--- config.mk ---
export PLATFORM = sky130hd
export DESIGN_NAME = utf8_whitespace_normalizer
export DESIGN_NICKNAME = d
export VERILOG_FILES = /design/src/uwn_pkg.sv /design/src/uwn_front.sv /design/src/uwn_queue.sv /design/src/uwn_back.sv /design/src/utf8_whitespace_normalizer.sv
export SDC_FILE = /design/constraint.sdc
export NUM_CORES = 1
export LEC_CHECK = 0
export ABC_AREA = 0
export BUFFER_PORTS_ARGS = -buffer_cell sky130_fd_sc_hd__buf_4
export CORE_AREA = 2 2 146 148
export CTS_BUF_LIST = sky130_fd_sc_hd__clkbuf_4 sky130_fd_sc_hd__clkbuf_8
export DETAILED_ROUTE_END_ITERATION = 16
export DIE_AREA = 0 0 148 150
export PLACE_DENSITY = 0.71
export REMOVE_ABC_BUFFERS = 1
export SETUP_SLACK_MARGIN = 0.05
export SLEW_MARGIN = 20
export SYNTH_ARGS = -nofsm -noshare
export SYNTH_HDL_FRONTEND = slang
export SYNTH_SLANG_ARGS = --single-unit
--- constraint.sdc ---
create_clock -name clk -period 6.2 [get_ports clk]
set_input_delay 0.31 -clock clk [delete_from_list [all_inputs] [get_ports clk]]
set_output_delay 0.31 -clock clk [all_outputs]
set_load 0.01 [all_outputs]
--- src/uwn_pkg.sv ---
// shared types, byte codes and character classing for the whitespace normalizer
package uwn_pkg;

	localparam int UWN_QDEPTH = 4;

	localparam logic [7:0] BYTE_NUL   = 8'h00;
	localparam logic [7:0] BYTE_SPACE = 8'h20;
	localparam logic [7:0] BYTE_TAB   = 8'h09;
	localparam logic [7:0] BYTE_CR    = 8'h0D;
	localparam logic [7:0] BYTE_C2    = 8'hC2;
	localparam logic [7:0] BYTE_E1    = 8'hE1;
	localparam logic [7:0] BYTE_E2    = 8'hE2;
	localparam logic [7:0] BYTE_E3    = 8'hE3;
	localparam logic [7:0] BYTE_80    = 8'h80;
	localparam logic [7:0] BYTE_81    = 8'h81;
	localparam logic [7:0] BYTE_85    = 8'h85;
	localparam logic [7:0] BYTE_8A    = 8'h8A;
	localparam logic [7:0] BYTE_8E    = 8'h8E;
	localparam logic [7:0] BYTE_9A    = 8'h9A;
	localparam logic [7:0] BYTE_9F    = 8'h9F;
	localparam logic [7:0] BYTE_A0    = 8'hA0;
	localparam logic [7:0] BYTE_A8    = 8'hA8;
	localparam logic [7:0] BYTE_A9    = 8'hA9;
	localparam logic [7:0] BYTE_AF    = 8'hAF;

	localparam logic REG_TRIM_INNER = 1'b0;

	// one queued job for the output side
	typedef struct packed {
		logic        space;
		logic [2:0]  nbytes;
		logic [31:0] data;
		logic        term;
	} cmd_t;

	function automatic logic [2:0] lead_length(input logic [7:0] b);
		logic [2:0] len;
		len = 3'd1;
		if (b >= 8'hC0 && b <= 8'hDF) len = 3'd2;
		if (b >= 8'hE0 && b <= 8'hEF) len = 3'd3;
		if (b >= 8'hF0 && b <= 8'hF7) len = 3'd4;
		return len;
	endfunction

	function automatic logic is_white(input logic [31:0] c, input logic [2:0] k);
		logic [7:0] c0;
		logic [7:0] c1;
		logic [7:0] c2;
		logic       w;
		c0 = c[7:0];
		c1 = c[15:8];
		c2 = c[23:16];
		w  = 1'b0;
		case (k)
			3'd1: w = (c0 >= BYTE_TAB && c0 <= BYTE_CR) || c0 == BYTE_SPACE;
			3'd2: w = c0 == BYTE_C2 && (c1 == BYTE_85 || c1 == BYTE_A0);
			3'd3: begin
				if (c0 == BYTE_E1)
					w = (c1 == BYTE_9A && c2 == BYTE_80) || (c1 == BYTE_A0 && c2 == BYTE_8E);
				else if (c0 == BYTE_E2) begin
					if (c1 == BYTE_80)
						w = (c2 >= BYTE_80 && c2 <= BYTE_8A) || c2 == BYTE_A8 ||
						    c2 == BYTE_A9 || c2 == BYTE_AF;
					else if (c1 == BYTE_81)
						w = c2 == BYTE_9F;
				end else if (c0 == BYTE_E3)
					w = c1 == BYTE_80 && c2 == BYTE_80;
			end
			default: w = 1'b0;
		endcase
		return w;
	endfunction

endpackage

--- src/uwn_front.sv ---
// input side: gathers characters, classes them and issues output jobs
module uwn_front
	import uwn_pkg::*;
(
	input  logic       clk,
	input  logic       arst_n,
	input  logic       trim_inner,
	input  logic       in_valid,
	input  logic [7:0] in_byte,
	input  logic       in_last,
	input  logic       q_full,
	output logic       in_ready,
	output logic       push,
	output cmd_t       push_cmd
);

	logic [23:0] char_bytes_q;
	logic [2:0]  bytes_expected_q;
	logic [1:0]  bytes_held_q;
	logic        seen_text_q;
	logic        space_pending_q;
	logic        string_ended_q;

	logic [23:0] char_bytes_d;
	logic [2:0]  bytes_expected_d;
	logic [1:0]  bytes_held_d;
	logic        seen_text_d;
	logic        space_pending_d;
	logic        string_ended_d;

	logic [31:0] cdata;
	logic [2:0]  expected;
	logic [2:0]  knew;
	logic        accept;

	assign in_ready = !q_full;
	assign accept   = in_valid && in_ready;

	// place the new byte after the bytes already held
	always_comb begin
		cdata = {8'h00, char_bytes_q};
		case (bytes_held_q)
			2'd0: cdata[7:0]   = in_byte;
			2'd1: cdata[15:8]  = in_byte;
			2'd2: cdata[23:16] = in_byte;
			default: cdata[31:24] = in_byte;
		endcase
	end

	assign expected = (bytes_held_q == 2'd0) ? lead_length(in_byte) : bytes_expected_q;
	assign knew     = {1'b0, bytes_held_q} + 3'd1;

	always_comb begin
		char_bytes_d     = char_bytes_q;
		bytes_expected_d = bytes_expected_q;
		bytes_held_d     = bytes_held_q;
		seen_text_d      = seen_text_q;
		space_pending_d  = space_pending_q;
		string_ended_d   = string_ended_q;
		push_cmd         = '0;
		if (string_ended_q) begin
			if (in_last) string_ended_d = 1'b0;
		end else if (in_byte == BYTE_NUL) begin
			push_cmd.term    = 1'b1;
			char_bytes_d     = '0;
			bytes_expected_d = '0;
			bytes_held_d     = '0;
			seen_text_d      = 1'b0;
			space_pending_d  = 1'b0;
			string_ended_d   = !in_last;
		end else begin
			if (knew < expected) begin
				char_bytes_d     = cdata[23:0];
				bytes_held_d     = knew[1:0];
				bytes_expected_d = expected;
			end else begin
				if (is_white(cdata, knew)) begin
					if (seen_text_q) space_pending_d = 1'b1;
				end else begin
					push_cmd.space  = space_pending_q && !trim_inner;
					push_cmd.nbytes = knew;
					push_cmd.data   = cdata;
					space_pending_d = 1'b0;
					seen_text_d     = 1'b1;
				end
				char_bytes_d     = '0;
				bytes_held_d     = '0;
				bytes_expected_d = '0;
			end
			if (in_last) begin
				push_cmd.term    = 1'b1;
				char_bytes_d     = '0;
				bytes_expected_d = '0;
				bytes_held_d     = '0;
				seen_text_d      = 1'b0;
				space_pending_d  = 1'b0;
				string_ended_d   = 1'b0;
			end
		end
	end

	// only items that give results reach the queue
	assign push = accept && (push_cmd.term || push_cmd.nbytes != 3'd0);

	always_ff @(posedge clk or negedge arst_n) begin
		if (!arst_n) begin
			char_bytes_q     <= '0;
			bytes_expected_q <= '0;
			bytes_held_q     <= '0;
			seen_text_q      <= 1'b0;
			space_pending_q  <= 1'b0;
			string_ended_q   <= 1'b0;
		end else if (accept) begin
			char_bytes_q     <= char_bytes_d;
			bytes_expected_q <= bytes_expected_d;
			bytes_held_q     <= bytes_held_d;
			seen_text_q      <= seen_text_d;
			space_pending_q  <= space_pending_d;
			string_ended_q   <= string_ended_d;
		end
	end

endmodule

--- src/uwn_queue.sv ---
// short job queue between the input and output sides
module uwn_queue
	import uwn_pkg::*;
#(
	parameter int QDepth = UWN_QDEPTH
) (
	input  logic clk,
	input  logic arst_n,
	input  logic push,
	input  cmd_t push_cmd,
	input  logic pop,
	output logic full,
	output logic head_valid,
	output cmd_t head_cmd
);

	localparam int PtrW = (QDepth > 1) ? $clog2(QDepth) : 1;
	localparam int CntW = $clog2(QDepth + 1);
	localparam logic [PtrW-1:0] PtrLast = PtrW'(QDepth - 1);
	localparam logic [CntW-1:0] CntFull = CntW'(QDepth);

	cmd_t            entries_q [QDepth];
	logic [PtrW-1:0] wr_ptr_q;
	logic [PtrW-1:0] rd_ptr_q;
	logic [CntW-1:0] count_q;

	assign full       = count_q == CntFull;
	assign head_valid = count_q != '0;
	assign head_cmd   = entries_q[rd_ptr_q];

	always_ff @(posedge clk) begin
		if (push) entries_q[wr_ptr_q] <= push_cmd;
	end

	always_ff @(posedge clk or negedge arst_n) begin
		if (!arst_n) begin
			wr_ptr_q <= '0;
			rd_ptr_q <= '0;
			count_q  <= '0;
		end else begin
			if (push) wr_ptr_q <= (wr_ptr_q == PtrLast) ? '0 : wr_ptr_q + 1'b1;
			if (pop)  rd_ptr_q <= (rd_ptr_q == PtrLast) ? '0 : rd_ptr_q + 1'b1;
			if (push && !pop)      count_q <= count_q + 1'b1;
			else if (pop && !push) count_q <= count_q - 1'b1;
		end
	end

	a_count_bound: assert property (@(posedge clk) disable iff (!arst_n)
		count_q <= CntFull) else $error("queue count beyond depth");
	a_no_overflow: assert property (@(posedge clk) disable iff (!arst_n)
		!(push && full)) else $error("push into full queue");
	a_no_underflow: assert property (@(posedge clk) disable iff (!arst_n)
		pop |-> head_valid) else $error("pop from empty queue");
	a_ptr_gap: assert property (@(posedge clk) disable iff (!arst_n)
		(count_q == '0) |-> (wr_ptr_q == rd_ptr_q)) else $error("pointers apart when empty");

endmodule

--- src/uwn_back.sv ---
// output side: turns each job into a run of result bytes
module uwn_back
	import uwn_pkg::*;
(
	input  logic       clk,
	input  logic       arst_n,
	input  logic       head_valid,
	input  cmd_t       head_cmd,
	input  logic       out_ready,
	output logic       out_valid,
	output logic [7:0] out_byte,
	output logic       out_last,
	output logic       pop
);

	logic [2:0] pos_q;
	logic [2:0] total;
	logic [2:0] idx;
	logic       at_space;
	logic       take;

	assign total    = {2'b00, head_cmd.space} + head_cmd.nbytes + {2'b00, head_cmd.term};
	assign at_space = head_cmd.space && pos_q == 3'd0;
	assign idx      = pos_q - {2'b00, head_cmd.space};

	always_comb begin
		out_byte = BYTE_NUL;
		out_last = 1'b0;
		if (at_space)
			out_byte = BYTE_SPACE;
		else if (idx < head_cmd.nbytes) begin
			case (idx[1:0])
				2'd0: out_byte = head_cmd.data[7:0];
				2'd1: out_byte = head_cmd.data[15:8];
				2'd2: out_byte = head_cmd.data[23:16];
				default: out_byte = head_cmd.data[31:24];
			endcase
		end else
			out_last = 1'b1;
	end

	assign out_valid = head_valid;
	assign take      = out_valid && out_ready;
	assign pop       = take && (pos_q == total - 3'd1);

	always_ff @(posedge clk or negedge arst_n) begin
		if (!arst_n)
			pos_q <= '0;
		else if (pop)
			pos_q <= '0;
		else if (take)
			pos_q <= pos_q + 3'd1;
	end

endmodule

--- src/utf8_whitespace_normalizer.sv ---
// top level of the utf-8 whitespace normalizer with its register port
// a result item for an accepted byte is written into the queue and can show from the next cycle on
// throughput: one input byte per cycle while the job queue has room; results leave at one
// item per cycle while m_tready is high, so a character with a leading space or a terminator
// holds the output side for up to six items and the queue absorbs it
// reset: arst_n clears all string state, the queue and trim_inner at once
module utf8_whitespace_normalizer
	import uwn_pkg::*;
#(
	parameter int QDepth = UWN_QDEPTH
) (
	input  logic        clk,
	input  logic        arst_n,
	// input stream
	input  logic        s_tvalid,
	output logic        s_tready,
	input  logic [7:0]  s_tdata,   // [7:0] in_byte
	input  logic        s_tlast,   // in_last
	// output stream
	output logic        m_tvalid,
	input  logic        m_tready,
	output logic [7:0]  m_tdata,   // [7:0] out_byte
	output logic        m_tlast,   // out_last
	// register port
	input  logic        psel,
	input  logic        penable,
	input  logic        pwrite,
	input  logic [2:0]  paddr,
	input  logic [31:0] pwdata,
	output logic [31:0] prdata,
	output logic        pready
);

	logic trim_inner_q;
	logic cfg_write;

	logic q_full;
	logic push;
	cmd_t push_cmd;
	logic pop;
	logic head_valid;
	cmd_t head_cmd;

	// register file: one register, trim_inner at byte address 0
	assign pready    = 1'b1;
	assign cfg_write = psel && penable && pwrite && pready;
	assign prdata    = (paddr[2] == REG_TRIM_INNER) ? {31'd0, trim_inner_q} : 32'd0;

	always_ff @(posedge clk or negedge arst_n) begin
		if (!arst_n)
			trim_inner_q <= 1'b0;
		else if (cfg_write && paddr[2] == REG_TRIM_INNER)
			trim_inner_q <= pwdata[0];
	end

	// front gathers and classes characters, issues one job per result-bearing item
	uwn_front u_front (
		.clk        (clk),
		.arst_n     (arst_n),
		.trim_inner (trim_inner_q),
		.in_valid   (s_tvalid),
		.in_byte    (s_tdata),
		.in_last    (s_tlast),
		.q_full     (q_full),
		.in_ready   (s_tready),
		.push       (push),
		.push_cmd   (push_cmd)
	);

	// registered queue decouples the two sides
	uwn_queue #(
		.QDepth (QDepth)
	) u_queue (
		.clk        (clk),
		.arst_n     (arst_n),
		.push       (push),
		.push_cmd   (push_cmd),
		.pop        (pop),
		.full       (q_full),
		.head_valid (head_valid),
		.head_cmd   (head_cmd)
	);

	// back sends optional space, character bytes and terminator one item per cycle while m_tready is high
	uwn_back u_back (
		.clk        (clk),
		.arst_n     (arst_n),
		.head_valid (head_valid),
		.head_cmd   (head_cmd),
		.out_ready  (m_tready),
		.out_valid  (m_tvalid),
		.out_byte   (m_tdata),
		.out_last   (m_tlast),
		.pop        (pop)
	);

endmodule
======== Word-level counts from Yosys, hierarchy flattened ========
Memory sizes are Yosys's and may differ from the RTL's.
Cells that the tools add are included.
cells by class
  $lt $le $gt $ge ......................... 12
  bitwise logic cells ..................... 2
  add/sub/neg operators ................... 10
  multiplexer cells ....................... 58
  reduce and logical (&&, ||, !) cells .... 44
  equality and inequality tests ........... 30
operators with widths
  cell                                                    number
  == test 8 bit (second input constant)                   15
  two-way mux 36 bit                                      3
  two-way mux 24 bit                                      3
  two-way mux 8 bit                                       6
  two-way mux 37 bit                                      1
  >= comparator 8 bit (second input constant)             4
  <= comparator 8 bit (second input constant)             4
  two-way mux 1 bit                                       27
  two-way mux 3 bit                                       9
  one-hot mux 8 bit (3 select lines)                      1
  logical AND 1 bit                                       20
  two-way mux 2 bit                                       7
  == test 2 bit (second input constant)                   4
  == test 8 x 6 -> 1 bit (second input constant)          1
  >= comparator 8 x 4 -> 1 bit (second input constant)    1
  <= comparator 8 x 4 -> 1 bit (second input constant)    1
  logical NOT 8 bit                                       1
  AND reduction 4 bit                                     2
  logical OR 1 bit                                        7
  adder 3 x 1 -> 3 bit (second input constant)            2
  == test 3 x 2 -> 1 bit (second input constant)          2
  < comparator 3 bit                                      2
  inequality test 3 x 2 -> 1 bit (second input constant)  2
  nonzero test 3 bit                                      2
  other kinds (19)                                        29
word-level totals
  memories ................................ 1
  logic and storage cells ................. 168
  output and inout port bits .............. 44
  memory bits (writable) .................. 148
  input port bits ......................... 51
  register bits after elaboration ......... 43
memory list
  name               depth  bits a word  rd ports  clocked after memory_dff  write ports  RTL line         RTL
  u_queue.entries_q  4      37           1         0                         1            uwn_queue.sv:22  cmd_t entries_q [QDepth];

======== Logic depth before layout (Yosys ltp) ========
Gate-level depths: netlist of run 1.
  depth in word-level cells ............... 25
  gate-level depth with buffers ........... 21

======== Hierarchy ========
From an unflattened synthesis of run 1, not the netlist that was laid out.
second synthesis, totals
  cells, all modules ...................... 640
  area, all modules ....................... 9347.7 µm²
by module, submodules not included
  module                      area each (µm²)  cells an instance  times used
  uwn_queue                   5746.8           230                1
  uwn_front                   2676.3           310                1
  uwn_back                    623.1            62                 1
  utf8_whitespace_normalizer  301.5            38                 1

======== Worst setup path after synthesis of run 1 ========
No wires, ideal clock.
  path kind ............................... flip-flop to flip-flop
  start point ............................. register u_front.bytes_held_q[0]
  end point ............................... memory u_queue.entries_q[0][0] (netlist name) (enable)
  setup time .............................. 0.398 ns
  path buffers ............................ 4
  stages on the path, launching flop included .. 17
  path slack .............................. 1.533 ns
  period minus slack after synthesis ...... 4.667 ns
  required time ........................... 5.802 ns
  data arrival time ....................... 4.269 ns
  cells stage by stage .................... dfrtp_1 > inv_1 > ha_1 > buf_6 > clkbuf_1 > clkbuf_1 > a41oi_1 > ha_1 > a21boi_0 > o21ai_0 > nand2b_1 > nor3b_1 > and2_1 > clkbuf_1 > o21a_1 > a31o_2 > and2_1
RTL lines
  item                    RTL line          RTL
  from (decl)             uwn_front.sv:19   logic [1:0] bytes_held_q;
  from (signal assigned)  uwn_front.sv:116  bytes_held_q <= bytes_held_d;
  to (decl)               uwn_queue.sv:22

======== Worst setup path in the final report of run 1 ========
  start point ............................. register u_front.bytes_held_q[0]
  end point ............................... register u_queue.count_q[1]
on the way
  word-level cells in the longest chain between the ends .. 24
  elaborated cells on any way between the ends .. 65
  classes of those cells .................. add/sub (1); order compare (5); eq/ne (21); mux (18); reduce/logical (20)
ends and longest elaborated chain
  item                                                        RTL line                          RTL
  == test 2 bit                                               uwn_front.sv:42                   case (bytes_held_q)
  two-way mux 8 bit                                           uwn_front.sv:42
  >= comparator 8 bit or <= comparator 8 bit (tied branches)  uwn_pkg.sv:62                     w = (c2 >= BYTE_80 && c2 <= BYTE_8A) || c2 == BYTE_A8 ||
  logical AND 1 bit                                           uwn_pkg.sv:62
  logical OR 1 bit (2 in a row)                               uwn_pkg.sv:62
  logical OR 1 bit                                            uwn_pkg.sv:63                     c2 == BYTE_A9 || c2 == BYTE_AF;
  two-way mux 1 bit                                           uwn_pkg.sv:61                     if (c1 == BYTE_80)
  two-way mux 1 bit                                           uwn_pkg.sv:60                     else if (c0 == BYTE_E2) begin
  [... 8 more ...]                                            -
  two-way mux 37 bit *                                        uwn_front.sv:61                   if (string_ended_q) begin
  nonzero test 3 bit *                                        uwn_front.sv:103                  assign push = accept && (push_cmd.term || push_cmd.nbytes != 3'd0);
  logical OR 1 bit *                                          uwn_front.sv:103
  logical AND 1 bit *                                         uwn_front.sv:103
  via push                                                    utf8_whitespace_normalizer.sv:38  logic push;
  logical NOT 1 bit                                           uwn_queue.sv:44                   else if (pop && !push) count_q <= count_q - 1'b1;
  logical AND 1 bit                                           uwn_queue.sv:44
  nonzero test 2 bit (no line)                                -
  to (signal assigned)                                        uwn_queue.sv:43                   if (push && !pop) count_q <= count_q + 1'b1;
  to (signal assigned)                                        uwn_queue.sv:44
  to (decl)                                                   uwn_queue.sv:25                   logic [CntW-1:0] count_q;
Mark *: on every way through the listed nets, which the timed path passes. The rest lies on a longest branch. The select of a mux whose other input is x is not followed.
A chain may end at the register's enable or synchronous reset.

==> results.ini, run 1 <==
[cts]
htreeDepth=4
cts_buffers=17
cts_tree=done
cts-root-buf=clkbuf_8
cts_resized=0
cts_sinks=191
clk_pin_slew_ns=0.10
cts.path.max_buffers=2
insertion_delay_ns=0.48

[drt]
drt-total-wl_microns=18600
maxUsedRoutingLayer=met4
ant_nets=0
drt_iter0_drc=433
wl_met1_microns=7900
wl_per_cell_microns=19.8
drtPass1Iterations=7
dr_wl_met2_microns=9410
met3_length_microns=895
drc=0
num_vias=5302
via_per_inst=5.64

[pwr]
p_per_area_nw_per_um2=493
ir_drop_v=0.000281
p_leak_nw=3.65

[status]
status=complete, no violations

[synth]
synthArstFlopShare=0.225
synthMuxAreaShare=0.144
ys_seq_area_frac=0.604
synthAdderAreaFrac=0.0372
synth_area_sq_um=9150
ys_ff_latch=191
synth_edf_count=148
yosys.area.top_type=edfxtp_1
synthCells=629
synth-simple-area-share=0.0833
yosys.area_share.xor_xnor=0.00958
synth_area_leaders=edfxtp_1, dfrtp_1, mux4_2
synth_top_family_by_area=multiplexers
post-synth-top-area-fraction=0.486
synth_cell_type_count=62
syn-mean-instance-area_sq_um=14.5
synth_ff_type=edfxtp_1
ys.warnings.count=0
synth_compound_area_frac=0.0705

[worst_setup_path]
cp.required_ns=6.57
cp_top_family=compound AO/OA/AOI/OAI gates
criticalPathCategory=reg -> reg
r2r_slack_ns=1.27
critPathLaunchType=flop
crit_arrival_ns=5.31
critical_path_peak_fanout=20
end_kind=flop
critPathBufInv=2
r2r-start=u_front.bytes_held_q[0]
max_stage_delay_ns=0.70
crit_slowest_cell=ha_1
crit_path_start=u_front.bytes_held_q[0]
path_cells=inv_1 -> ha_1 -> nand2_1 -> o32ai_1 -> nand3_1 -> o41ai_1 -> o311ai_1 -> a221o_1 -> a31o_2 -> ha_1 -> inv_1 -> fa_1 -> mux2_2

[placed_design]
gp_congestion=0.895
post-place-cells=906
portBuffers=29
dp_hpwl_microns=11800

[timing]
fin_crit_ns=4.93
tns_ns=0
skew_ns=0.0104
worst_slew_pin_slew_ns=0.873
setup_viol=0
rsz0062_at_grt=false
hold_viol=0
finalMaxSlewViolations=0
period_share=0.795
fmax_mhz=203
maxSlewHeadroom=0.418

[final_layout]
multiInputGateArea_sq_um=3270
layoutNonFillerInstCount=940
diodes=0
seqCellArea_sq_um=5520
fillers=1786
nNetsFinal=729
syn2layout_area_growth_pct=8.36
drive_above_1_share=0.197

[global_routing]
grt_max_degree=44
grt.total_usage=0.177
overflow=0
grt_pass1_wl_microns=29700
antenna_found_initial=0
grt_pass1_vias=5416

[floorplanning]
die_w_microns=148
dieHeight_microns=150
initial_core_util=0.442
die_area_sq_um=22200
core_area_sq_um=20700
rows=53
top_level_ports=95

[flow_run]
max_cap_viol_count=0

[hold_path]
hold_start=pwdata[0]
hold_class=in -> reg

## cell usage in the layout (no fill, tap or decap), types with 4 or more instances in the layout
cell / n
and3_1: 9
nor3_1: 8
conb_1: 32
xor2_1: 5
ha_1: 24
edfxtp_1: 148
nor2_1: 42
mux4_2: 45
and2_1: 8
o21ai_0: 12
nand2b_1: 10
a22o_1: 12
clkbuf_8: 17
inv_1: 21
o31ai_1: 8
mux2i_1: 20
nand2_1: 31
a32o_1: 7
nor2b_1: 12
mux2_2: 5
xnor2_1: 5
buf_4: 39
clkinvlp_4: 4
nand3_1: 10
dfrtp_1: 42
a21oi_1: 16
a31oi_1: 6
inv_6: 6
## flip-flops by register name (all words and copies together) (netlist names)
signal / flops
u_front.space_pending_q: 1
u_front.char_bytes_q: 24
u_front.bytes_expected_q: 3
u_back.pos_q: 3
u_front.seen_text_q: 1
trim_inner_q: 1
u_queue.count_q: 3
u_queue.wr_ptr_q: 2
u_queue.entries_q: 148
u_front.string_ended_q: 1
u_queue.rd_ptr_q: 2
u_front.bytes_held_q: 2
## cell usage after synthesis (3+ instances only)
| master | instances |
|---|---|
| edfxtp_1 | 148 |
| mux4_2 | 45 |
| dfrtp_1 | 43 |
| nor2_1 | 42 |
| buf_4 | 33 |
| nand2_1 | 31 |
| clkbuf_1 | 24 |
| ha_1 | 24 |
| inv_1 | 21 |
| mux2i_1 | 20 |
| a21oi_1 | 16 |
| a22o_1 | 12 |
| nor2b_1 | 12 |
| o21ai_0 | 12 |
| nand2b_1 | 10 |
| nand3_1 | 10 |
| and3_1 | 9 |
| and2_1 | 8 |
| nor3_1 | 8 |
| o31ai_1 | 8 |
| a32o_1 | 7 |
| a31oi_1 | 6 |
| buf_2 | 5 |
| mux2_2 | 5 |
| xnor2_1 | 5 |
| xor2_1 | 5 |
| buf_1 | 4 |
| mux2_4 | 3 |
| nor4_1 | 3 |
| o22ai_1 | 3 |
| o32ai_1 | 3 |
| or2_2 | 3 |
## through the flow
stage	instance area (sq um)	util	power [mW]	hold slack (ns)	setup WS, ns
2_1_floorplan	8870	-	3.43	0.0144	1.47
3_3_place_gp	9510	0.459	4.09	0.352	1.47
3_5_place_dp	9510	0.459	4.17	0.350	1.38
4_1_cts	9910	0.479	4.95	0.0437	1.36
5_1_grt	9910	0.479	5.22	0.0506	1.00
6_report	9910	0.479	4.88	0.0636	1.27
## worst reg2reg max path: stages (launching register included)
cell	delay, ns
dfrtp_1	0.53
inv_1	0.19
ha_1	0.70
nand2_1	0.25
o32ai_1	0.46
nand3_1	0.19
o41ai_1	0.38
o311ai_1	0.17
a221o_1	0.61
a31o_2	0.38
ha_1	0.24
inv_1	0.07
fa_1	0.40
mux2_2	0.27
## area by class of cell
type,instances,share of cell area
Sequential cell,191,0.557
Multi-Input combinational cell,380,0.330
Tap cell,275,0.0347
Timing Repair Buffer,41,0.0316
Clock buffer,17,0.0236
Clock inverter,15,0.0150
Inverter,21,0.00795
## layer usage
| layer | global-route usage | vias to the layer above |
|---|---|---|
| met5 | 0 | - |
| met4 | 0.0714 | 0 |
| met3 | 0.0308 | 30 |
| met2 | 0.297 | 192 |
| met1 | 0.232 | 2702 |
| li1 | - | 2378 |
## what timing repair did
item | CTS | global route
buffers inserted | 0 | 0
hold buffers | 2 | 0
endpoints found under the hold margin | 44 | 0
## final timing paths
| path | end | cells past startpoint |
|---|---|---|
| setup / recovery | u_queue.count_q[1] | 13 |
| hold / removal | trim_inner_q | 2 |
| setup reg to reg | u_queue.count_q[1] | 13 |
| hold reg to reg | u_front.bytes_expected_q[2] | 2 |
| max in group asynchronous | u_front.char_bytes_q[22] | 2 |
| min in group asynchronous | u_queue.rd_ptr_q[1] | 2 |
## where the power goes
part	leakage, nW	internal [mW]	switching [mW]	total (mW)
logic	1.51	1.00	1.16	2.16
registers	1.96	1.80	0.133	1.93
clock network	0.184	0.329	0.462	0.791
## kinds of logic (layout without fill, tap and decap cells)
family | after synthesis | in the layout
xor gates and xnor gates | 10 | 10
and+or+nand+nor | 151 | 151
other | 2 | 32
muxes | 73 | 73
DFF | 191 | 191
buffers and inverters | 88 | 94
adders and majority gates | 26 | 26
AOI/OAI and AO/OA | 88 | 88
Note: power is estimated with default switching activity, not from simulation.
==> run 2, diff against run 1 <==
--- a/config.mk
+++ b/config.mk
@@ -5,12 +5,12 @@
 export SDC_FILE = /design/constraint.sdc
 export NUM_CORES = 1
 export LEC_CHECK = 0
-export ABC_AREA = 0
+export ABC_AREA = 1
 export BUFFER_PORTS_ARGS = -buffer_cell sky130_fd_sc_hd__buf_4
-export CORE_AREA = 2 2 146 148
+export CORE_AREA = 2 2 147 149
 export CTS_BUF_LIST = sky130_fd_sc_hd__clkbuf_4 sky130_fd_sc_hd__clkbuf_8
 export DETAILED_ROUTE_END_ITERATION = 16
-export DIE_AREA = 0 0 148 150
+export DIE_AREA = 0 0 149 151
 export PLACE_DENSITY = 0.71
 export REMOVE_ABC_BUFFERS = 1
 export SETUP_SLACK_MARGIN = 0.05
==> constraint.sdc (replaced) <==
create_clock -name clk -period 5 [get_ports clk]
set_input_delay 0.25 -clock clk [delete_from_list [all_inputs] [get_ports clk]]
set_output_delay 0.25 -clock clk [all_outputs]
set_load 0.01 [all_outputs]
==> run 2 against run 1 <==
Compared with the run above:
- clock skew grew 0.0028 ns
- highest routed layer unchanged
- combinational power rose by 44%
- core utilization is 0.37 points higher
- register-to-register slack got worse by 0.25 ns
- design area increased by 1.4%
- sequential share of layout area fell by 0.78 points
- critical path depth grew 1
- largest cell class unchanged
- global-route usage rose by 1.0 points
- wire length up 7.2%
- first-iteration DRC count increased by 58%
- critical endpoint is now m_tdata[6]
- clock power rose by 24%
- critical path type is now reg -> out
==> results.ini, run 2 <==
[pwr]
p_leak_nw=4.00
ir_drop_v=0.000356
power_mw=6.49
p_per_area_nw_per_um2=646

[cts]
cts_tree=done
cts_resized=0
insertion_delay_ns=0.48
cts.path.max_buffers=2
cts_buffers=17
htreeDepth=4
clk_pin_slew_ns=0.09
cts_sinks=191
post_cts_buffers=0
cts-root-buf=clkbuf_8

[drt]
drc=0
via_per_inst=5.28
drtPass1Iterations=5
ant_nets=0
drt-total-wl_microns=20000
num_vias=6507
wl_per_cell_microns=16.2
drt_iter0_drc=683

[floorplanning]
die_w_microns=149
dieHeight_microns=151
rows=53
core_area_sq_um=20800
top_level_ports=95
initial_core_util=0.445
die_area_sq_um=22500

[synth]
yosysMostFrequentCell=nand2_1
synth_compound_area_frac=0.117
synthAdderAreaFrac=0.0367
synthArstFlopShare=0.225
ys_seq_area_frac=0.595
ys.warnings.count=0
synth_ff_type=edfxtp_1
synth_common_cells=nand2_1, edfxtp_1, nor2_1, inv_1, o21ai_0
synth-simple-area-share=0.157
synth_top_family_by_area=simple AND/OR/NAND/NOR gates
synth_area_leaders=edfxtp_1, dfrtp_1, nand2_1
syn-mean-instance-area_sq_um=10.1
yosys.area.top_type=edfxtp_1
synth_area_sq_um=9280
synth_cell_type_count=44
yosys.area_share.xor_xnor=0.00755
ys_ff_latch=191
synthCells=923
post-synth-top-area-fraction=0.479
synthMuxAreaShare=0.00108
synth_edf_count=148

[global_routing]
antenna_found_initial=0
grt_max_degree=69
overflow=0
grt_pass1_wl_microns=32400
grt.total_usage=0.188
grt_pass1_vias=6236

[final_layout]
final_common_cell=nand2_1
nNetsFinal=1022
syn2layout_area_growth_pct=8.35
seqCellArea_sq_um=5520
top_regs=u_queue.entries_q x148, u_front.char_bytes_q x24
top_register=u_queue.entries_q
diodes=0
drive_above_1_share=0.104
largest_reg_flops=148
fillers=1892
multiInputGateArea_sq_um=3120
layout_common_cells=nand2_1, edfxtp_1, nor2_1, inv_1, o21ai_0

[timing]
rsz0062_at_grt=false
fin_crit_ns=4.23
hold_viol=0
maxSlewHeadroom=0.321
worst_slew_pin_slew_ns=1.02
finalMaxSlewViolations=0
tns_ns=0
fmax_mhz=236
skew_ns=0.0132
period_share=0.846
setup_viol=0

[worst_setup_path]
critical_path_peak_fanout=28
crit_slowest_cell=nor2_1
max_stage_delay_ns=0.74
cp.required_ns=4.75
cp_top_family=simple AND/OR/NAND/NOR gates
end_kind=primary output
critPathBufInv=5
path_cells=inv_2 -> nand2_1 -> nand3_1 -> nand2_1 -> inv_1 -> ha_1 -> ha_1 -> clkinv_1 -> buf_4 -> nor2_1 -> o221ai_1 -> nand3_1 -> nor4_1 -> buf_4
critPathLaunchType=flop
criticalPathCategory=reg -> out
crit_arrival_ns=3.98

[placed_design]
gp_congestion=0.899
portBuffers=29
dp_hpwl_microns=12900

[hold_path]
hold_class=in -> reg

[flow_run]
max_cap_viol_count=0

[status]
status=complete, no violations

[run 2: worst paths after layout]
check | from | end | slack (ns) | depth (start not counted)
max in group asynchronous | arst_n | u_queue.rd_ptr_q[0] | 4.26 | 2
worst min register to register | u_front.space_pending_q | u_front.space_pending_q | 0.49 | 2
min in group asynchronous | arst_n | u_back.pos_q[2] | 0.31 | 2
worst max register to register | u_front.bytes_held_q[0] | u_queue.count_q[1] | 1.02 | 22
worst max-delay path | u_queue.rd_ptr_q[0] | m_tdata[6] | 0.77 | 14
worst min-delay path | pwdata[0] | trim_inner_q | 0.02 | 3
[run 2: where the power goes]
part           internal [mW]  switching [mW]  leakage (nW)
combinational           1.03            2.08          1.85
clock                  0.417           0.561         0.191
sequential              2.24           0.154          1.95
[run 2: area by class of cell]
| type | count | share of cell area |
|---|---|---|
| Clock buffer | 19 | 0.0248 |
| Clock inverter | 13 | 0.0136 |
| Inverter | 90 | 0.0339 |
| Multi-Input combinational cell | 602 | 0.310 |
| Sequential cell | 191 | 0.549 |
| Tap cell | 275 | 0.0342 |
| Timing Repair Buffer | 43 | 0.0339 |
[run 2: worst reg2reg max path, delay by kind of cell, from the launching register on]
family | cells | cell delay (ns)
buffers and inverters | 7 | 0.83
flip-flops | 1 | 0.52
AND/OR/NAND/NOR | 6 | 0.72
adder cells (fa/ha/maj) | 4 | 1.14
AO/OA/AOI/OAI | 5 | 0.67
[run 2: through the flow]
step / std cells / util / hold WS [ns] / setup WS [ns] / instance area (sq um)
floorplan: 883 / - / -0.0456 / 0.0569 / 8950
global placement: 1199 / 0.463 / 0.294 / 1.13 / 9650
detailed placement: 1199 / 0.463 / 0.300 / 1.06 / 9650
CTS: 1233 / 0.483 / 0.00230 / 0.746 / 10100
global route: 1233 / 0.483 / 0.0225 / 0.445 / 10100
finish: 1233 / 0.483 / 0.0158 / 0.771 / 10100
[run 2: what timing repair did]
| item | in CTS | in global routing |
|---|---|---|
| endpoints found under the hold margin | 44 | 0 |
| hold buffers | 2 | 0 |
| setup endpoints to repair | 0 | 0 |
[run 2: cells by family (layout without fill, tap and decap cells)]
logic type	after synthesis	count (layout)
AND/OR/NAND/NOR	354	354
AO/OA/AOI/OAI	181	181
adder cells (fa/ha/maj)	26	26
other	2	32
multiplexers	1	1
flip-flops	191	191
XOR/XNOR	8	8
buffers and inverters	160	165
[run 2: routing by layer]
metal  share of wire  global-route usage
met1            0.44               0.255
met3           0.057              0.0289
met4           0.017              0.0686
met2            0.48               0.308
met5               0                   0
==> run 3, diff against run 2 <==
==> constraint.sdc (replaced) <==
create_clock -name clk -period 4.19 [get_ports clk]
set_input_delay 0.2095 -clock clk [delete_from_list [all_inputs] [get_ports clk]]
set_output_delay 0.2095 -clock clk [all_outputs]
set_load 0.01 [all_outputs]
==> run 3 against run 2 <==
Compared with the run above:
- clock skew barely moved
- largest cell class unchanged
- critical path type unchanged
- highest routed layer unchanged
- critical endpoint is now m_tdata[4]
- die area unchanged
- design area increased by 0.83%
==> results.ini, run 3 (synthesized netlist as in run 2, its figures left out) <==
[hold_path]
hold_start=paddr[2]
hold_class=in -> reg

[worst_setup_path]
criticalPathCategory=reg -> out
end_kind=primary output
critPathLaunchType=flop
crit_arrival_ns=3.55
critical_path_peak_fanout=24
cp.required_ns=3.98
crit_path_start=u_queue.rd_ptr_q[0]
r2r-start=u_front.bytes_held_q[1]
worst_r2r_path_depth=23
r2r-end=u_queue.count_q[2]
endpoint=m_tdata[4]
r2r_slack_ns=0.50

[pwr]
switching_share=0.435
power_mw=7.76
ir_drop_v=0.000359
p_leak_nw=4.02
power_frac_clock=0.144
pwr-share-seq=0.365
power.net_switching_mw=3.38
p_per_area_nw_per_um2=766
p_comb_frac=0.491
cellInternalPower_mw=4.38

[final_layout]
nNetsFinal=1027
largest_reg_flops=148
diodes=0
final_common_cell=nand2_1
drive_above_1_share=0.115
top_regs=u_queue.entries_q x148, u_front.char_bytes_q x24
layout_common_cells=nand2_1, edfxtp_1, nor2_1, o21ai_0, inv_1
syn2layout_area_growth_pct=9.25
top_register=u_queue.entries_q

[global_routing]
overflow=0
grt_max_degree=71
antenna_found_initial=0
grt_pass1_vias=6278
grt_pass1_wl_microns=32600
grt.total_usage=0.190

[floorplanning]
core_area_sq_um=20800
die_area_sq_um=22500
top_level_ports=95
die_w_microns=149
dieHeight_microns=151
rows=53
initial_core_util=0.445

[timing]
worst_slew_pin_slew_ns=0.717
fmax_mhz=266
period_share=0.898
hold_viol=0
setup_slack_ns=0.429
rsz0062_at_grt=false
setup_viol=0
fin_crit_ns=3.76
skew_ns=0.0135
maxSlewHeadroom=0.520
finalMaxSlewViolations=0
whs_ns=0.0521

[placed_design]
pre_cts_slack_ns=0.283
dp_hpwl_microns=13100
gp_congestion=0.927
portBuffers=29

[status]
status=complete, no violations

[drt]
via_per_inst=5.31
drc=0
drtPass1Iterations=5
wl_per_cell_microns=16.4
drt-total-wl_microns=20300
num_vias=6565
ant_nets=0
drt_iter0_drc=696

[cts]
cts_sinks=191
cts_tree=done
cts-root-buf=clkbuf_8
cts_buffers=17
htreeDepth=4
insertion_delay_ns=0.48
cts.path.max_buffers=2
clk_pin_slew_ns=0.10

[flow_run]
max_cap_viol_count=0

run 3: cell count changes in the layout (fill, tap and decap cells not counted), sizes merged:
cell / change
buf: +4
dlygate4sd3: +1
clkinvlp: +1
inv: +4
clkinv: -3
bufinv: -1
clkbuf: -2
run 3: final cells by class:
class                           count  area (sq um)
Fill cell                        1907         10700
Sequential cell                   191          5520
Multi-Input combinational cell    602          3140
Timing Repair Buffer               48           422
Inverter                           90           344
Tap cell                          275           344
Clock buffer                       17           234
Clock inverter                     14           130
run 3: how the worst min path moves through the flow:
stage | endpoint | slack [ns] | depth (start not counted)
after detailed placement | u_back.pos_q[2] | 0.26 | 1
after floorplan | trim_inner_q | -0.09 | 0
after global routing | trim_inner_q | 0.06 | 4
after global placement | u_back.pos_q[2] | 0.25 | 1
after CTS | trim_inner_q | 0.01 | 4
final | trim_inner_q | 0.05 | 4
run 3: power by group through the flow:
stage,Sequential (mW),Combinational (mW),Clock [mW]
final,2.83,3.81,1.12
after global routing,2.87,4.27,1.22
after CTS,2.83,3.79,1.14
after detailed placement,2.87,3.77,0
after global placement,2.85,3.69,0
after floorplan,2.92,2.30,0
run 3: critical path, cell delays in order, from the launching register on:
cell        delay (ns)
dfrtp_2           0.45
inv_2             0.20
nand2_1           0.12
nand3_1           0.07
nand2_1           0.11
inv_1             0.06
ha_1              0.18
ha_1              0.41
clkinvlp_4        0.20
nor2_1            0.58
nand2_1           0.12
a311oi_1          0.37
buf_4             0.19
run 3: repair_timing:
action | 4_1_cts | 5_1_grt
resized for setup | 0 | 9
buffers inserted | 0 | 2
hold endpoints to repair | 45 | 0
hold buffers | 3 | 0
setup endpoints to repair | 0 | 10
run 3: per-layer routing:
metal / GRT usage / wire length, microns
met2: 0.321 / 9970
met5: 0 / 0
met3: 0.0286 / 1140
met4: 0.0710 / 380
met1: 0.249 / 8850
run 3: through the flow:
stage	std cells	instance area [sq um]	setup TNS [ns]	util
after floorplan	883	8950	-84.12	-
after global placement	1201	9700	0	0.466
after detailed placement	1201	9700	0	0.466
after CTS	1235	10100	0	0.485
after global routing	1237	10100	0	0.487
final	1237	10100	0	0.487
